<file path="src/rtl/mma_pkg.sv">
// ----------------------------------------------------------------------------
// mma_pkg
// Shared types, constants and helpers of the matrix multiply-accumulate block.
// ----------------------------------------------------------------------------
`default_nettype none

package mma_pkg;

    // Fixed field widths
    localparam int IDX_W      = 3;   // row / column index fields
    localparam int DIM_REG_W  = 4;   // dimension registers
    localparam int CFG_IDX_W  = 3;   // configuration register index
    localparam int CFG_DATA_W = 4;   // configuration write data
    localparam int OP_W       = 2;   // opcode field
    localparam int ACC_W      = 40;  // result value
    localparam int OUT_DATA_W = 48;  // row + col + value, padded to bytes
    localparam int OUT_PAD_W  = OUT_DATA_W - 2 * IDX_W - ACC_W;

    // Parameter defaults
    localparam int DEFAULT_MAX_DIM     = 8;
    localparam int DEFAULT_VALUE_WIDTH = 16;

    // Reset value of the dimension registers
    localparam logic [DIM_REG_W-1:0] DIM_RESET = 4'd8;

    // Request kinds on the input stream
    typedef enum logic [OP_W-1:0] {
        OP_LOAD_A  = 2'd0,
        OP_LOAD_B  = 2'd1,
        OP_LOAD_D  = 2'd2,
        OP_COMPUTE = 2'd3
    } opcode_t;

    // Configuration register indexes
    typedef enum logic [CFG_IDX_W-1:0] {
        CFG_A_ROWS  = 3'd0,
        CFG_A_COLS  = 3'd1,
        CFG_B_ROWS  = 3'd2,
        CFG_B_COLS  = 3'd3,
        CFG_ADD_EN  = 3'd4
    } cfg_reg_t;

    // Controller states
    typedef enum logic [1:0] {
        ST_IDLE = 2'd0,
        ST_MAC  = 2'd1,
        ST_WAIT = 2'd2
    } mma_state_t;

    // Controller to datapath commands
    typedef struct packed {
        logic             wr_a;      // write matrix A store
        logic             wr_b;      // write matrix B store
        logic             wr_d;      // write addend store
        logic             issue;     // one multiply term enters the pipeline
        logic             first;     // first term of a result element
        logic             last_k;    // final term of a result element
        logic             add_en;    // add the addend element
        logic             load_out;  // move finished sum into output register
        logic [IDX_W-1:0] out_row;
        logic [IDX_W-1:0] out_col;
        logic             out_last;
    } mma_cmd_t;

    // Datapath to controller status
    typedef struct packed {
        logic acc_ready;  // finished sum waiting in the accumulator
        logic out_free;   // output register can take a result this cycle
    } mma_status_t;

    // Dimension of 0 acts as 1, above the store size acts as the store size
    function automatic logic [DIM_REG_W-1:0] clamp_dim(
        input logic [DIM_REG_W-1:0] d,
        input logic [DIM_REG_W-1:0] max_dim
    );
        logic [DIM_REG_W-1:0] r;
        if (d == '0)
            r = DIM_REG_W'(1);
        else if (d > max_dim)
            r = max_dim;
        else
            r = d;
        return r;
    endfunction

endpackage

`default_nettype wire

</file>
<file path="src/rtl/mma_ctrl.sv">
// ----------------------------------------------------------------------------
// mma_ctrl
// Controller: configuration registers, request decode and the i/j/k sequencer.
// ----------------------------------------------------------------------------
`default_nettype none

module mma_ctrl #(
    parameter int MAX_DIM = mma_pkg::DEFAULT_MAX_DIM
) (
    input  wire logic                             clk,
    input  wire logic                             rst_n,
    // configuration write channel
    input  wire logic                             cfg_valid,
    output logic                                  cfg_ready,
    input  wire logic [mma_pkg::CFG_IDX_W-1:0]    cfg_index,
    input  wire logic [mma_pkg::CFG_DATA_W-1:0]   cfg_data,
    // input request handshake and decoded fields
    input  wire logic                             s_tvalid,
    output logic                                  s_tready,
    input  wire mma_pkg::opcode_t                 opcode,
    input  wire logic [mma_pkg::IDX_W-1:0]        row_index,
    input  wire logic [mma_pkg::IDX_W-1:0]        col_index,
    // datapath interface
    output mma_pkg::mma_cmd_t                     cmd,
    input  wire mma_pkg::mma_status_t             status,
    output logic [$clog2(MAX_DIM*MAX_DIM)-1:0]    wr_addr,
    output logic [$clog2(MAX_DIM*MAX_DIM)-1:0]    rd_a_addr,
    output logic [$clog2(MAX_DIM*MAX_DIM)-1:0]    rd_b_addr,
    output logic [$clog2(MAX_DIM*MAX_DIM)-1:0]    rd_d_addr
);

    localparam int DEPTH = MAX_DIM * MAX_DIM;
    localparam int AW    = $clog2(DEPTH);
    localparam int DIM_W = $clog2(MAX_DIM);
    localparam logic [mma_pkg::DIM_REG_W-1:0] MAX_DIM_V = mma_pkg::DIM_REG_W'(MAX_DIM);

    mma_pkg::mma_state_t state_reg, state_next;

    logic [mma_pkg::DIM_REG_W-1:0] a_rows_reg, a_cols_reg, b_rows_reg, b_cols_reg;
    logic                          add_en_reg;

    logic [DIM_W-1:0] i_reg, i_next;
    logic [DIM_W-1:0] j_reg, j_next;
    logic [DIM_W-1:0] k_reg, k_next;
    logic [DIM_W-1:0] rows_last_reg, rows_last_next;
    logic [DIM_W-1:0] cols_last_reg, cols_last_next;
    logic [DIM_W-1:0] inner_last_reg, inner_last_next;

    logic [mma_pkg::DIM_REG_W-1:0] rows_c, cols_c, ac_c, br_c, inner_c;
    logic                          load_in_range;

    // Configuration registers; writes are always taken
    assign cfg_ready = 1'b1;

    always_ff @(posedge clk or negedge rst_n)
    begin
        if (!rst_n)
        begin
            a_rows_reg <= mma_pkg::DIM_RESET;
            a_cols_reg <= mma_pkg::DIM_RESET;
            b_rows_reg <= mma_pkg::DIM_RESET;
            b_cols_reg <= mma_pkg::DIM_RESET;
            add_en_reg <= 1'b0;
        end
        else if (cfg_valid && cfg_ready)
        begin
            unique case (mma_pkg::cfg_reg_t'(cfg_index))
                mma_pkg::CFG_A_ROWS: a_rows_reg <= cfg_data;
                mma_pkg::CFG_A_COLS: a_cols_reg <= cfg_data;
                mma_pkg::CFG_B_ROWS: b_rows_reg <= cfg_data;
                mma_pkg::CFG_B_COLS: b_cols_reg <= cfg_data;
                mma_pkg::CFG_ADD_EN: add_en_reg <= cfg_data[0];
                default: ;
            endcase
        end
    end

    // Effective dimensions
    always_comb
    begin
        rows_c  = mma_pkg::clamp_dim(a_rows_reg, MAX_DIM_V);
        cols_c  = mma_pkg::clamp_dim(b_cols_reg, MAX_DIM_V);
        ac_c    = mma_pkg::clamp_dim(a_cols_reg, MAX_DIM_V);
        br_c    = mma_pkg::clamp_dim(b_rows_reg, MAX_DIM_V);
        inner_c = (ac_c < br_c) ? ac_c : br_c;
    end

    // Store addresses
    assign load_in_range = (int'(row_index) < MAX_DIM) && (int'(col_index) < MAX_DIM);
    assign wr_addr   = AW'(int'(row_index) * MAX_DIM + int'(col_index));
    assign rd_a_addr = AW'(int'(i_reg) * MAX_DIM + int'(k_reg));
    assign rd_b_addr = AW'(int'(k_reg) * MAX_DIM + int'(j_reg));
    assign rd_d_addr = AW'(int'(i_reg) * MAX_DIM + int'(j_reg));

    // State and counter registers
    always_ff @(posedge clk or negedge rst_n)
    begin
        if (!rst_n)
        begin
            state_reg      <= mma_pkg::ST_IDLE;
            i_reg          <= '0;
            j_reg          <= '0;
            k_reg          <= '0;
            rows_last_reg  <= '0;
            cols_last_reg  <= '0;
            inner_last_reg <= '0;
        end
        else
        begin
            state_reg      <= state_next;
            i_reg          <= i_next;
            j_reg          <= j_next;
            k_reg          <= k_next;
            rows_last_reg  <= rows_last_next;
            cols_last_reg  <= cols_last_next;
            inner_last_reg <= inner_last_next;
        end
    end

    // Next state and commands
    always_comb
    begin
        state_next      = state_reg;
        i_next          = i_reg;
        j_next          = j_reg;
        k_next          = k_reg;
        rows_last_next  = rows_last_reg;
        cols_last_next  = cols_last_reg;
        inner_last_next = inner_last_reg;
        s_tready        = 1'b0;

        cmd          = '0;
        cmd.add_en   = add_en_reg;
        cmd.first    = (k_reg == '0);
        cmd.last_k   = (k_reg == inner_last_reg);
        cmd.out_row  = mma_pkg::IDX_W'(i_reg);
        cmd.out_col  = mma_pkg::IDX_W'(j_reg);
        cmd.out_last = (i_reg == rows_last_reg) && (j_reg == cols_last_reg);

        unique case (state_reg)
            mma_pkg::ST_IDLE:
            begin
                s_tready = 1'b1;
                if (s_tvalid)
                begin
                    unique case (opcode)
                        mma_pkg::OP_LOAD_A: cmd.wr_a = load_in_range;
                        mma_pkg::OP_LOAD_B: cmd.wr_b = load_in_range;
                        mma_pkg::OP_LOAD_D: cmd.wr_d = load_in_range;
                        mma_pkg::OP_COMPUTE:
                        begin
                            state_next      = mma_pkg::ST_MAC;
                            i_next          = '0;
                            j_next          = '0;
                            k_next          = '0;
                            rows_last_next  = DIM_W'(rows_c - 1'b1);
                            cols_last_next  = DIM_W'(cols_c - 1'b1);
                            inner_last_next = DIM_W'(inner_c - 1'b1);
                        end
                        default: ;
                    endcase
                end
            end

            // one multiply term per cycle
            mma_pkg::ST_MAC:
            begin
                cmd.issue = 1'b1;
                if (k_reg == inner_last_reg)
                begin
                    k_next     = '0;
                    state_next = mma_pkg::ST_WAIT;
                end
                else
                begin
                    k_next = k_reg + 1'b1;
                end
            end

            // hand the finished sum to the output register, then next element or idle after the last
            mma_pkg::ST_WAIT:
            begin
                if (status.acc_ready && status.out_free)
                begin
                    cmd.load_out = 1'b1;
                    if (cmd.out_last)
                    begin
                        state_next = mma_pkg::ST_IDLE;
                    end
                    else
                    begin
                        state_next = mma_pkg::ST_MAC;
                        if (j_reg == cols_last_reg)
                        begin
                            j_next = '0;
                            i_next = i_reg + 1'b1;
                        end
                        else
                        begin
                            j_next = j_reg + 1'b1;
                        end
                    end
                end
            end

            default: state_next = mma_pkg::ST_IDLE;
        endcase
    end

    // Assertions
    a_k_bound: assert property (@(posedge clk) disable iff (!rst_n)
        (state_reg == mma_pkg::ST_MAC) |-> (k_reg <= inner_last_reg))
        else $error("inner counter ran past the inner dimension");

    a_ij_bound: assert property (@(posedge clk) disable iff (!rst_n)
        (state_reg != mma_pkg::ST_IDLE) |->
            ((i_reg <= rows_last_reg) && (j_reg <= cols_last_reg)))
        else $error("element counters ran past the result size");

    a_no_load_during_mac: assert property (@(posedge clk) disable iff (!rst_n)
        cmd.issue |-> !(cmd.wr_a || cmd.wr_b || cmd.wr_d))
        else $error("store write while terms are being read");

endmodule

`default_nettype wire

</file>
<file path="src/rtl/mma_datapath.sv">
// ----------------------------------------------------------------------------
// mma_datapath
// Element stores, multiply-accumulate pipeline and the output register.
// ----------------------------------------------------------------------------
`default_nettype none

module mma_datapath #(
    parameter int MAX_DIM     = mma_pkg::DEFAULT_MAX_DIM,
    parameter int VALUE_WIDTH = mma_pkg::DEFAULT_VALUE_WIDTH
) (
    input  wire logic                                  clk,
    input  wire logic                                  rst_n,
    input  wire mma_pkg::mma_cmd_t                     cmd,
    output mma_pkg::mma_status_t                       status,
    input  wire logic [$clog2(MAX_DIM*MAX_DIM)-1:0]    wr_addr,
    input  wire logic [$clog2(MAX_DIM*MAX_DIM)-1:0]    rd_a_addr,
    input  wire logic [$clog2(MAX_DIM*MAX_DIM)-1:0]    rd_b_addr,
    input  wire logic [$clog2(MAX_DIM*MAX_DIM)-1:0]    rd_d_addr,
    input  wire logic [VALUE_WIDTH-1:0]                wr_data,
    // result stream
    output logic                                       m_tvalid,
    input  wire logic                                  m_tready,
    output logic [mma_pkg::OUT_DATA_W-1:0]             m_tdata,
    output logic                                       m_tlast
);

    localparam int DEPTH  = MAX_DIM * MAX_DIM;
    localparam int FRAC   = VALUE_WIDTH / 2;
    localparam int PROD_W = 2 * VALUE_WIDTH;
    localparam int EXT_W  = (PROD_W > mma_pkg::ACC_W) ? PROD_W : mma_pkg::ACC_W;

    // Element stores
    logic [VALUE_WIDTH-1:0] mem_a [DEPTH];
    logic [VALUE_WIDTH-1:0] mem_b [DEPTH];
    logic [VALUE_WIDTH-1:0] mem_d [DEPTH];

    // Stage 1: read data
    logic signed [VALUE_WIDTH-1:0] s1_a_reg, s1_b_reg, s1_d_reg;
    logic                          s1_valid_reg, s1_first_reg, s1_last_reg;

    // Stage 2: product
    logic signed [PROD_W-1:0]      s2_prod_reg;
    logic signed [VALUE_WIDTH-1:0] s2_d_reg;
    logic                          s2_valid_reg, s2_first_reg, s2_last_reg;

    // Stage 3: accumulator
    logic [mma_pkg::ACC_W-1:0]     acc_reg, acc_next;
    logic                          acc_ready_reg;

    // Output register
    logic                          out_valid_reg;
    logic [mma_pkg::IDX_W-1:0]     out_row_reg, out_col_reg;
    logic [mma_pkg::ACC_W-1:0]     out_value_reg;
    logic                          out_last_reg;

    logic signed [EXT_W-1:0]          prod_wide;
    logic signed [mma_pkg::ACC_W-1:0] addend_wide;
    logic [mma_pkg::ACC_W-1:0]        addend_term;

    // Store writes and registered reads
    always_ff @(posedge clk)
    begin
        if (cmd.wr_a)
            mem_a[wr_addr] <= wr_data;
        if (cmd.wr_b)
            mem_b[wr_addr] <= wr_data;
        if (cmd.wr_d)
            mem_d[wr_addr] <= wr_data;
        s1_a_reg <= mem_a[rd_a_addr];
        s1_b_reg <= mem_b[rd_b_addr];
        s1_d_reg <= mem_d[rd_d_addr];
    end

    // Multiply stage
    always_ff @(posedge clk)
    begin
        s2_prod_reg <= s1_a_reg * s1_b_reg;
        s2_d_reg    <= s1_d_reg;
    end

    // Accumulate: first term starts from the shifted addend when enabled, else from zero
    always_comb
    begin
        prod_wide   = EXT_W'(s2_prod_reg);
        addend_wide = mma_pkg::ACC_W'(s2_d_reg);
        addend_term = cmd.add_en ? mma_pkg::ACC_W'(addend_wide <<< FRAC) : '0;
        if (s2_first_reg)
            acc_next = prod_wide[mma_pkg::ACC_W-1:0] + addend_term;
        else
            acc_next = acc_reg + prod_wide[mma_pkg::ACC_W-1:0];
    end

    always_ff @(posedge clk)
    begin
        if (s2_valid_reg)
            acc_reg <= acc_next;
        if (cmd.load_out)
        begin
            out_row_reg   <= cmd.out_row;
            out_col_reg   <= cmd.out_col;
            out_value_reg <= acc_reg;
            out_last_reg  <= cmd.out_last;
        end
    end

    // Pipeline tags and handshake flags
    always_ff @(posedge clk or negedge rst_n)
    begin
        if (!rst_n)
        begin
            s1_valid_reg  <= 1'b0;
            s1_first_reg  <= 1'b0;
            s1_last_reg   <= 1'b0;
            s2_valid_reg  <= 1'b0;
            s2_first_reg  <= 1'b0;
            s2_last_reg   <= 1'b0;
            acc_ready_reg <= 1'b0;
            out_valid_reg <= 1'b0;
        end
        else
        begin
            s1_valid_reg <= cmd.issue;
            s1_first_reg <= cmd.first;
            s1_last_reg  <= cmd.last_k;
            s2_valid_reg <= s1_valid_reg;
            s2_first_reg <= s1_first_reg;
            s2_last_reg  <= s1_last_reg;

            if (s2_valid_reg && s2_last_reg)
                acc_ready_reg <= 1'b1;
            else if (cmd.load_out)
                acc_ready_reg <= 1'b0;

            if (cmd.load_out)
                out_valid_reg <= 1'b1;
            else if (m_tready)
                out_valid_reg <= 1'b0;
        end
    end

    assign status.acc_ready = acc_ready_reg;
    assign status.out_free  = !out_valid_reg || m_tready;

    assign m_tvalid = out_valid_reg;
    assign m_tdata  = {{mma_pkg::OUT_PAD_W{1'b0}}, out_value_reg, out_col_reg, out_row_reg};
    assign m_tlast  = out_last_reg;

    // Assertions
    a_load_needs_sum: assert property (@(posedge clk) disable iff (!rst_n)
        cmd.load_out |-> acc_ready_reg)
        else $error("output loaded before the sum was complete");

    a_no_overwrite: assert property (@(posedge clk) disable iff (!rst_n)
        cmd.load_out |-> (!out_valid_reg || m_tready))
        else $error("pending result overwritten");

    a_sum_not_lost: assert property (@(posedge clk) disable iff (!rst_n)
        (s2_valid_reg && s2_last_reg) |-> !acc_ready_reg)
        else $error("new sum finished while previous one still waiting");

endmodule

`default_nettype wire

</file>
<file path="src/rtl/matrix_multiply_accumulate.sv">
// ----------------------------------------------------------------------------
// matrix_multiply_accumulate
// Fixed-point matrix multiply with optional addend, streamed requests/results.
// ----------------------------------------------------------------------------
// Usage:
//   Input stream (s_*): one request per handshake. s_tuser carries the opcode
//   (load A, load B, load addend, compute); s_tdata carries row, column and
//   the signed element value. Loads can follow back to back. Loads with a
//   row or column outside the store are dropped.
//   A compute request emits every element of A*B (+ addend << FRAC when
//   enabled) on the output stream in row-major order, m_tlast on the final
//   one. Each element sums inner terms (inner = min(a_cols, b_rows)), issued
//   in turn to the single multiplier (store read); the products are
//   accumulated and the sum is handed off into the output register.
//   s_tready stays low from the compute request until the last result has
//   entered the output register.
//   Configuration (cfg_*) is always ready; write it only while idle.
//   A receiver stall holds the output register and pauses the sequencer at its next hand-off.
//   Reset sets all dimensions to 8 and clears the addend enable. The element
//   stores are not cleared; only loaded entries may be used.
// ----------------------------------------------------------------------------
`default_nettype none

module matrix_multiply_accumulate #(
    parameter int MAX_DIM     = mma_pkg::DEFAULT_MAX_DIM,
    parameter int VALUE_WIDTH = mma_pkg::DEFAULT_VALUE_WIDTH,
    localparam int IN_DATA_W  = ((2 * mma_pkg::IDX_W + VALUE_WIDTH + 7) / 8) * 8
) (
    input  wire logic                             clk,
    input  wire logic                             rst_n,
    // configuration write channel
    input  wire logic                             cfg_valid,
    output logic                                  cfg_ready,
    input  wire logic [mma_pkg::CFG_IDX_W-1:0]    cfg_index,
    input  wire logic [mma_pkg::CFG_DATA_W-1:0]   cfg_data,
    // request stream
    input  wire logic                             s_tvalid,
    output logic                                  s_tready,
    input  wire logic [IN_DATA_W-1:0]             s_tdata,   // row_index, col_index, element_value
    input  wire logic [mma_pkg::OP_W-1:0]         s_tuser,   // opcode
    // result stream
    output logic                                  m_tvalid,
    input  wire logic                             m_tready,
    output logic [mma_pkg::OUT_DATA_W-1:0]        m_tdata,   // out_row, out_col, product_value
    output logic                                  m_tlast
);

    localparam int AW = $clog2(MAX_DIM * MAX_DIM);

    mma_pkg::mma_cmd_t    cmd;
    mma_pkg::mma_status_t status;

    logic [AW-1:0] wr_addr, rd_a_addr, rd_b_addr, rd_d_addr;

    logic [mma_pkg::IDX_W-1:0] row_index, col_index;
    logic [VALUE_WIDTH-1:0]    element_value;

    // Request field unpacking
    assign row_index     = s_tdata[mma_pkg::IDX_W-1:0];
    assign col_index     = s_tdata[2*mma_pkg::IDX_W-1:mma_pkg::IDX_W];
    assign element_value = s_tdata[2*mma_pkg::IDX_W +: VALUE_WIDTH];

    mma_ctrl #(
        .MAX_DIM (MAX_DIM)
    ) u_ctrl (
        .clk       (clk),
        .rst_n     (rst_n),
        .cfg_valid (cfg_valid),
        .cfg_ready (cfg_ready),
        .cfg_index (cfg_index),
        .cfg_data  (cfg_data),
        .s_tvalid  (s_tvalid),
        .s_tready  (s_tready),
        .opcode    (mma_pkg::opcode_t'(s_tuser)),
        .row_index (row_index),
        .col_index (col_index),
        .cmd       (cmd),
        .status    (status),
        .wr_addr   (wr_addr),
        .rd_a_addr (rd_a_addr),
        .rd_b_addr (rd_b_addr),
        .rd_d_addr (rd_d_addr)
    );

    mma_datapath #(
        .MAX_DIM     (MAX_DIM),
        .VALUE_WIDTH (VALUE_WIDTH)
    ) u_datapath (
        .clk       (clk),
        .rst_n     (rst_n),
        .cmd       (cmd),
        .status    (status),
        .wr_addr   (wr_addr),
        .rd_a_addr (rd_a_addr),
        .rd_b_addr (rd_b_addr),
        .rd_d_addr (rd_d_addr),
        .wr_data   (element_value),
        .m_tvalid  (m_tvalid),
        .m_tready  (m_tready),
        .m_tdata   (m_tdata),
        .m_tlast   (m_tlast)
    );

endmodule

`default_nettype wire

</file>
<file path="config.mk">
export PLATFORM = sky130hd
export DESIGN_NAME = matrix_multiply_accumulate
export DESIGN_NICKNAME = d
export VERILOG_FILES = /design/src/rtl/mma_pkg.sv /design/src/rtl/mma_ctrl.sv /design/src/rtl/mma_datapath.sv /design/src/rtl/matrix_multiply_accumulate.sv
export SDC_FILE = /design/constraint.sdc
export NUM_CORES = 2
export LEC_CHECK = 0
export BUFFER_PORTS_ARGS = -buffer_cell sky130_fd_sc_hd__buf_2
export CORE_UTILIZATION = 55
export DETAILED_ROUTE_END_ITERATION = 12
export PLACE_DENSITY = 0.71
export SLEW_MARGIN = 5
export SYNTH_ARGS = -nofsm -noshare
export SYNTH_HDL_FRONTEND = slang
export SYNTH_SLANG_ARGS = --single-unit
</file>
<file path="constraint.sdc">
create_clock -name clk -period 8.6 [get_ports clk]
set_input_delay 0.86 -clock clk [delete_from_list [all_inputs] [get_ports clk]]
set_output_delay 0.86 -clock clk [all_outputs]
set_load 0.02 [all_outputs]
</file>
==> results.toml <==
[clock_tree]
cts_setup_buffers = 0
clock-root-buffer = "clkbuf_16"
cts_buffers = 343
cts_tree = "done"
ctsLongestPathBuffers = 4
path_clk_slew_ps = 60
holdBufCountCts = 0
cts-resized-gates = 0
clock-sinks = 3300
h-tree-depth = 5
insertion_delay_ps = 990

[route]
drt_iter0_markers = 9044
viasPerCell = 6.36
wirelength_microns = 327000
dr.pass1.iters = 6
vias = 66200
drcViolationCount = 0
detail-route-antenna-nets = 0
wl_per_cell_microns = 31.4

[synthesis]
synth_warnings = 0
async_flop_share_pct = 1.36
ys_types = 76
synth-edff-count = 3159
syn-instance-count = 6485
syn_area_sq_um = 136000
synth_seq_cells = 3300
post_synth.cell_area_avg_sq_um = 21.0
ys.flop_type = "edfxtp_1"
yosysSeqAreaShare_pct = 71.9

[finish]
fin_nets = 7261
drive_gt1_share_pct = 27.9
area_growth_pct = 12.0
reg_top3 = "u_datapath.mem_a x1024, u_datapath.mem_b x1024, u_datapath.mem_d x1024"
regArea_sq_um = 97900
fin_cells = 10400
nFillCells = 16500
multi_input_area_sq_um = 36200

[grt]
met2_usage_pct = 43.0
grt_pass1_wl_microns = 472000
busiest_layer = "met2"
grt_use_met3_pct = 4.86
antenna_found_initial = 27
grt.total_usage_pct = 26.5
grt_max_degree = 147
grt_pass1_vias = 67700
grt-ovfl-total = 0
use_met1_pct = 36.5

[critical_path]
crit_buf_inv = 3
crit_path_cell_trace = "nand2_1 > inv_1 > fa_1 > fa_1 > fa_1 > fa_1 > fa_1 > inv_1 > fa_1 > inv_1 > ha_1 > o21a_1 > o211ai_1 > o211ai_1 > a21o_1 > a21o_1 > a41o_1 > a211oi_1 > xnor2_1"
crit_family = "adder cells"
crit_arrival_ps = 7730
crit_path_end_kind = "flop"
cpMostUsedCell = "fa_1"
critPathLaunch = "u_datapath.s1_b_reg[1]"
path_max_fanout = 16
critPathSlowestCell = "fa_1"
cp_slowest_stage_delay_ps = 920
worstPathRequired_ps = 9420
criticalPathCategory = "flop to flop"
start_kind = "flop"
worstReg2RegStart = "u_datapath.s1_b_reg[1]"

[floorplan]
core_area_sq_um = 246000
die_y_microns = 500
pin_count = 90
floorplan.initialDensity_pct = 55.4
dieArea_sq_um = 250000
rows = 182
die_width_microns = 500

[placement]
portBuffers = 84
place_inst = 9796
post-place-ws_ps = 1740
gp_congestion = 0.869
dp_hpwl_microns = 190000

[flow_run]
maxCapViolations = 0

[timing]
max_slew.worst_pin.slew_ps = 1270
hold_viol = 0
relSlewSlack_pct = 15.3
fin_worst_skew_ps = 86.6
slew_violations = 0
grt_setup_unrepaired = "no"
fin_ws_ps = 1690
finalCritPeriodShare_pct = 80.3
fmax_ghz = 0.145
holdWs_ps = 126
finalSetupViolCount = 0
fin_tns_setup_ps = 0
min_period_ps = 6910

[min_path]
hold_path.class = "input port to async pin"

[status]
outcome = "completed"
-- routing by layer --
metal	routed length, microns	share of wire [%]
met5	48	0.015
met4	11000	3.4
met2	162000	50
met1	125000	38
met3	28300	8.7
-- worst paths after layout --
path	end	slack [ps]	cells after the start
min in group clk	u_ctrl.b_rows_reg[3]	230	3
max in group asynchronous	u_ctrl.k_reg[0]	7710	1
worst min-delay path	u_ctrl.a_rows_reg[0]	130	1
worst min register to register	u_datapath.s2_d_reg[6]	300	0
worst max-delay path	u_datapath.s2_prod_reg[31]	1690	19
worst max register to register	u_datapath.s2_prod_reg[31]	1690	19
-- placed cells by master, fill, tap and decap left out, drive strengths merged, types with 21 or more instances in the layout --
cell	netlist	final
a21o	30	30
a21oi	50	50
and2	129	129
buf	139	308
bufinv	0	28
clkbuf	171	419
clkinv	0	129
dfrtp	41	41
dfxtp	96	96
edfxtp	3159	3159
fa	263	263
ha	131	131
inv	324	334
mux2	22	22
mux4	1006	1006
nand2	250	250
nand3	22	22
nor2	298	298
nor2b	21	21
nor3	25	25
o21ai	55	55
xnor2	51	51
xor2	21	21
-- synth_stat cells (5+ instances only) --
library cell / n / area (sq um)
xor2_1: 21 / 184
edfxtp_1: 3159 / 94900
and3_1: 8 / 50.1
nor3b_1: 10 / 75.1
buf_1: 47 / 176
buf_4: 19 / 143
xnor2_1: 51 / 447
o21ai_0: 54 / 270
buf_6: 6 / 67.6
o21bai_1: 10 / 75.1
a21oi_1: 49 / 245
a31oi_1: 10 / 62.6
mux2_2: 22 / 248
dfxtp_1: 96 / 1920
and2_1: 128 / 801
a21boi_0: 6 / 45.0
nor2_1: 298 / 1120
a211oi_1: 14 / 105
dfrtp_1: 41 / 1030
inv_1: 324 / 1220
nor3_1: 25 / 125
nor2b_1: 21 / 131
nand4_1: 6 / 37.5
clkbuf_1: 169 / 634
or3_1: 5 / 31.3
o211ai_1: 13 / 97.6
buf_2: 67 / 335
nand3_1: 22 / 110
fa_1: 263 / 5270
a21o_1: 30 / 225
mux4_2: 1006 / 22700
ha_1: 131 / 1640
nand2b_1: 19 / 119
nand2_1: 250 / 938
-- worst register-to-register path, cell delays in order, from the launching register on --
cell and delay [ps]:
dfxtp_1 790, nand2_1 210, inv_1 180, fa_1 570, fa_1 930, fa_1 540, fa_1 510, fa_1 490
inv_1 50, fa_1 470, inv_1 40, ha_1 360, o21a_1 240, o211ai_1 270, o211ai_1 140, a21o_1 220
a21o_1 180, a41o_1 220, a211oi_1 250, xnor2_1 110
-- layout make-up --
cell class                      instances  share of cell area [%]
Multi-Input combinational cell       2552                    23.7
Clock inverter                        175                    1.08
Tap cell                             3312                    2.72
Clock buffer                          419                    5.98
Antenna cell                           19                  0.0312
Timing Repair Buffer                  308                    1.53
Inverter                              324                   0.797
Sequential cell                      3300                    64.2
-- logic make-up after synthesis --
family / count (synthesis) / share of synthesized area, %
buffers and inverters: 634 / 1.90
AOI/OAI and AO/OA: 239 / 1.17
xor gates and xnor gates: 72 / 0.463
adders and majority gates: 394 / 5.07
and+or+nand+nor: 813 / 2.72
other: 2 / 0.00551
DFF: 3300 / 71.9
muxes: 1031 / 16.8
-- metrics by stage --
stage,utilization [%],cell area (sq um)
finish,62.0,153000
floorplan,-,136000
detailed placement,57.6,142000
global placement,57.6,142000
global route,62.0,153000
CTS,62.0,153000
Power is not shown: default switching activity piles up to over one toggle a cycle in this logic, so the estimate is an artifact.
